File: config.mk
export PLATFORM = sky130hd
export DESIGN_NAME = tacq_ctrl
export DESIGN_NICKNAME = d
export VERILOG_FILES = /design/src/hdl/tacq_pkg.sv /design/src/hdl/tacq_ctrl.sv
export SDC_FILE = /design/constraint.sdc
export NUM_CORES = 1
export LEC_CHECK = 0
export BUFFER_PORTS_ARGS = -buffer_cell sky130_fd_sc_hd__buf_4
export CAP_MARGIN = 20
export CORE_AREA = 2 2 39 41
export DETAILED_ROUTE_END_ITERATION = 8
export DIE_AREA = 0 0 41 43
export PLACE_DENSITY = 0.42
export SLEW_MARGIN = 20
export SYNTH_ARGS = -nofsm -noshare
export SYNTH_HDL_FRONTEND = slang
export SYNTH_SLANG_ARGS = --single-unit
File: constraint.sdc
create_clock -name clk -period 1.1 [get_ports clk]
set_input_delay 0 -clock clk [delete_from_list [all_inputs] [get_ports clk]]
set_output_delay 0 -clock clk [all_outputs]
set_load 0.02 [all_outputs]
File: src/hdl/tacq_pkg.sv
`timescale 1ns / 1ps
// ----------------------------------------------------------------------------
// tacq_pkg
// Shared constants, register indexes, state codes and control structs of the
// tile average color quantizer.
// ----------------------------------------------------------------------------
package tacq_pkg;

	localparam int DEF_TILE_COLUMNS  = 64;
	localparam int DEF_MAX_TILE_SIDE = 256;

	localparam int IMAGE_SIDE_LIMIT = 4096;
	localparam int POS_W            = 12;
	localparam int IMG_W            = 13;
	localparam int TSIDE_REG_W      = 9;
	localparam int STEP_W           = 8;
	localparam int CH_W             = 8;
	localparam int SUM_W            = 24;
	localparam int CFG_IDX_W        = 3;
	localparam int CFG_DATA_W       = 13;
	localparam int STEP_CNT_W       = 5;

	localparam logic [CFG_IDX_W-1:0] CFG_IMAGE_WIDTH   = 3'd0;
	localparam logic [CFG_IDX_W-1:0] CFG_IMAGE_HEIGHT  = 3'd1;
	localparam logic [CFG_IDX_W-1:0] CFG_TILE_WIDTH    = 3'd2;
	localparam logic [CFG_IDX_W-1:0] CFG_TILE_HEIGHT   = 3'd3;
	localparam logic [CFG_IDX_W-1:0] CFG_ROUNDING_STEP = 3'd4;

	localparam logic [IMG_W-1:0]       RST_IMAGE_WIDTH   = 13'd256;
	localparam logic [IMG_W-1:0]       RST_IMAGE_HEIGHT  = 13'd256;
	localparam logic [TSIDE_REG_W-1:0] RST_TILE_WIDTH    = 9'd64;
	localparam logic [TSIDE_REG_W-1:0] RST_TILE_HEIGHT   = 9'd64;
	localparam logic [STEP_W-1:0]      RST_ROUNDING_STEP = 8'd4;

	localparam logic [STEP_CNT_W-1:0] DIV_LAST_CNT = 5'd23;
	localparam logic [STEP_CNT_W-1:0] QNT_LAST_CNT = 5'd7;

	typedef enum logic [2:0] {
		S_IDLE,
		S_ACC,
		S_DIV,
		S_QLD,
		S_QNT,
		S_OUT
	} state_t;

	typedef struct packed {
		logic accept;
		logic acc;
		logic div_step;
		logic q_load;
		logic q_step;
		logic out_load;
	} cmd_t;

	typedef struct packed {
		logic live;
		logic tile_end;
		logic div_last;
		logic q_last;
		logic out_free;
	} sts_t;

endpackage

File: src/hdl/tacq_ctrl.sv
`timescale 1ns / 1ps
// ----------------------------------------------------------------------------
// tacq_ctrl
// Sequencer: pixel accept, sum update, mean divide, quantize, result load.
// ----------------------------------------------------------------------------
module tacq_ctrl import tacq_pkg::*; (
	input  logic clk,
	input  logic arst_n,
	input  logic in_valid,
	output logic in_ready,
	input  sts_t sts,
	output cmd_t cmd
);

	state_t state_q, state_d;

	always_ff @(posedge clk or negedge arst_n) begin
		if (!arst_n) begin
			state_q <= S_IDLE;
		end else begin
			state_q <= state_d;
		end
	end

	always_comb begin
		state_d  = state_q;
		cmd      = '0;
		in_ready = 1'b0;
		case (state_q)
			S_IDLE: begin
				in_ready   = 1'b1;
				cmd.accept = in_valid;
				if (in_valid && sts.live) begin
					state_d = S_ACC;
				end
			end
			S_ACC: begin
				cmd.acc = 1'b1;
				state_d = sts.tile_end ? S_DIV : S_IDLE;
			end
			S_DIV: begin
				cmd.div_step = 1'b1;
				if (sts.div_last) begin
					state_d = S_QLD;
				end
			end
			S_QLD: begin
				cmd.q_load = 1'b1;
				state_d    = S_QNT;
			end
			S_QNT: begin
				cmd.q_step = 1'b1;
				if (sts.q_last) begin
					state_d = S_OUT;
				end
			end
			S_OUT: begin
				// hold the result until the output register frees up
				if (sts.out_free) begin
					cmd.out_load = 1'b1;
					state_d      = S_IDLE;
				end
			end
			default: state_d = S_IDLE;
		endcase
	end

endmodule

==> results.py <==
metrics = {
    "status": {
        "outcome": "finished with violations",
        "failed_checks": "setup timing",
    },
    "die": {
        "start_util_pct": 15.8,
        "ios": 15,
        "fp.dieH_um": 43,
        "coreArea_um2": 1380,
        "num_rows": 14,
        "die_x_um": 41,
        "die-area_um2": 1760,
    },
    "drt": {
        "viasPerCell": 4.14,
        "ant_nets": 0,
        "drt_iter0_drc": 2,
        "routedWlPerCell_um": 10.2,
        "drc": 0,
        "drt-total-wl_um": 653,
        "vias": 265,
        "dr.pass1.iters": 2,
    },
    "synthesis": {
        "synth_top_family_by_area": "simple AND/OR/NAND/NOR gates",
        "async_reset_ff_share_pct": 100,
        "ys_ff_latch": 3,
        "synth_cells": 25,
        "yosysUniqueCellTypes": 15,
        "ys_top_cells_by_count": "nand2_1 (4), dfrtp_1 (3)",
        "synth_top_area_share_pct": 34.3,
        "synth-xor-area-share_pct": 0,
        "yosysMostFrequentCell": "nand2_1",
        "synth_compound_area_share_pct": 12.0,
        "yosys.area.top_type": "dfrtp_1",
        "synthFlopType": "dfrtp_1",
        "synth_adder_area_share_pct": 0,
        "synth_mux_area_share_pct": 0,
        "mappedNetlistArea_um2": 219,
        "yosys_warnings": 0,
        "syn_nets": 33,
        "synth-simple-area-share_pct": 44.6,
        "synth_edf_count": 0,
        "synthTopCellsByArea": "dfrtp_1 (34%), nor4bb_1 (9.1%), buf_4 (6.9%), nand2_1 (6.9%), and2_1 (5.7%)",
        "ys_seq_area_share_pct": 34.3,
        "syn-mean-instance-area_um2": 8.76,
    },
    "power_and_ir_drop": {
        "p_leak_uw": 0.000230,
        "p_seq_share_pct": 20.1,
        "p_switching_uw": 516,
        "swShare_pct": 39.8,
        "pwr-share-clk_pct": 15.0,
        "powerDensity_nw_per_um2": 2750,
        "combPwrFrac_pct": 65.0,
        "vdd_ir_drop_max_v": 0.000897,
        "power_uw": 1300,
        "p_int_uw": 782,
    },
    "sta": {
        "worst_pin_slew_ns": 0.229,
        "rsz0062_at_grt": "yes",
        "skew_ns": 0.00146,
        "slew_viol_final": 0,
        "fmax_mhz": 853,
        "hold_viol": 0,
        "fin_crit_ns": 1.17,
        "layout_setup_ws_ns": -0.0717,
        "fin_tns_setup_ns": -0.260,
        "setup_viol_count_final": 7,
        "finalCritPeriodShare_pct": 107,
        "whs_ns": 0.0831,
        "slew_headroom_pct": 84.6,
    },
    "layout": {
        "max_flop_register": "state_q",
        "nets": 57,
        "top_regs": "state_q (3)",
        "syn_to_final_growth_pct": 115,
        "antenna_cells": 0,
        "fin_cells": 64,
        "fillers": 161,
        "register_area_um2": 78.8,
        "drive_above_1_share_pct": 66.7,
        "multi_input_area_um2": 154,
        "largest_register_ffs": 3,
    },
    "grt": {
        "antenna_found_initial": 0,
        "overflow": 0,
        "grt_pass1_wl_um": 1080,
        "grt_usage_pct": 9.36,
        "first_global_vias": 265,
        "grt_start_max_net_pins": 10,
    },
    "critical_path": {
        "crit_type": "flip-flop to primary output",
        "cpMostUsedCell": "buf_6",
        "crit_chain": "buf_6 > nor3_4 > and2_4 > buf_6",
        "cp_max_fo": 5,
        "crit_family": "flip-flops",
        "endpoint_kind": "primary output",
        "cp_num_buf_inv": 2,
        "startpoint_type": "flip-flop",
        "arrival_ns": 1.17,
        "slowest_delay_ns": 0.42,
        "critPathSlowestCell": "dfrtp_2",
        "worstPathRequired_ns": 1.10,
    },
    "place": {
        "place_hpwl_um": 471,
        "pre_cts_ws_ns": 0.0241,
        "placed_cells": 54,
        "portBuffers": 14,
        "gp_congestion": 0.739,
    },
    "clock_tree": {
        "numCtsBuffers": 3,
        "cts_tree": "yes",
        "htreeDepth": 1,
        "clk_latency_ns": 0.23,
        "clk_pin_slew_ns": 0.04,
        "clockBufferDepth": 2,
        "clock-sinks": 3,
        "cts-root-buf": "clkbuf_4",
    },
    "hold_path": {
        "hold_path.class": "input pin to flip-flop",
    },
    "job": {
        "cap_violations": 0,
    },
}
-- final timing paths --
check / startpoint / to / slack (ns) / cells past startpoint
worst min-delay path: sts[0] / state_q[2] / 0.08 / 4
worst max register to register: state_q[2] / state_q[0] / -0.02 / 3
min in group asynchronous: arst_n / state_q[2] / 0.10 / 2
worst max-delay path: state_q[1] / cmd[5] / -0.07 / 4
max in group asynchronous: arst_n / state_q[0] / 0.90 / 2
worst min register to register: state_q[1] / state_q[2] / 0.72 / 3
-- power groups by stage --
stage                     Sequential (µW)  Clock [µW]  Combinational [µW]
final                                 261         194                 843
after CTS                             258         201                 772
after global routing                  270         212                 918
after floorplan                       170           0                 508
after global placement                269           0                 621
after detailed placement              268           0                 626
-- placed cells by master, fill, tap and decap left out, drive strengths merged --
cell type and count:
nor4bb 2, nor2 2, a211o 1, and4b 1
a21o 1, buf 20, nand3b 1, o21ai 2
nor3 1, dlygate4sd3 2, nor3b 2, and2 2
clkbuf 4, nand2 4, dfrtp 3
-- per-stage QoR --
step                      utilization, %  instance area (µm²)
after floorplan                        -                  236
after global placement              25.8                  357
after detailed placement            25.8                  357
after CTS                           32.5                  449
after global routing                34.1                  472
final                               34.1                  472
-- cell families after synthesis --
group	Yosys count
AND/OR/NAND/NOR	15
AO/OA/AOI/OAI	4
flip-flops	3
buffers and inverters	3
-- worst min-delay path: stages --
cell	delay [ns]
buf_4	0.09
nand2_1	0.05
nand3b_1	0.07
o21ai_0	0.07
-- routing by layer --
| metal | up-vias | global-route usage (%) | wire length (µm) |
|---|---|---|---|
| met5 | - | 0 | 0 |
| met4 | 0 | 8.00 | 0 |
| met3 | 0 | 3.66 | 39 |
| met2 | 8 | 12.2 | 355 |
| met1 | 123 | 11.3 | 258 |
| li1 | 134 | - | - |
-- layout make-up --
cell class / count / share of cell area (%)
tap: 16 / 4.24
clock buffer: 4 / 5.57
sequential: 3 / 16.7
multi-input combinational: 19 / 32.6
timing repair buffer: 22 / 40.8
-- timing repair --
item / in CTS / in global routing
endpoints found under the hold margin: 4 / 0
pin swaps: 3 / 2
buffers inserted: 3 / 1
hold buffers: 2 / 0
gates resized for setup: 8 / 7
setup endpoints to repair: 7 / 8
Note: power is estimated with default switching activity, not from simulation.
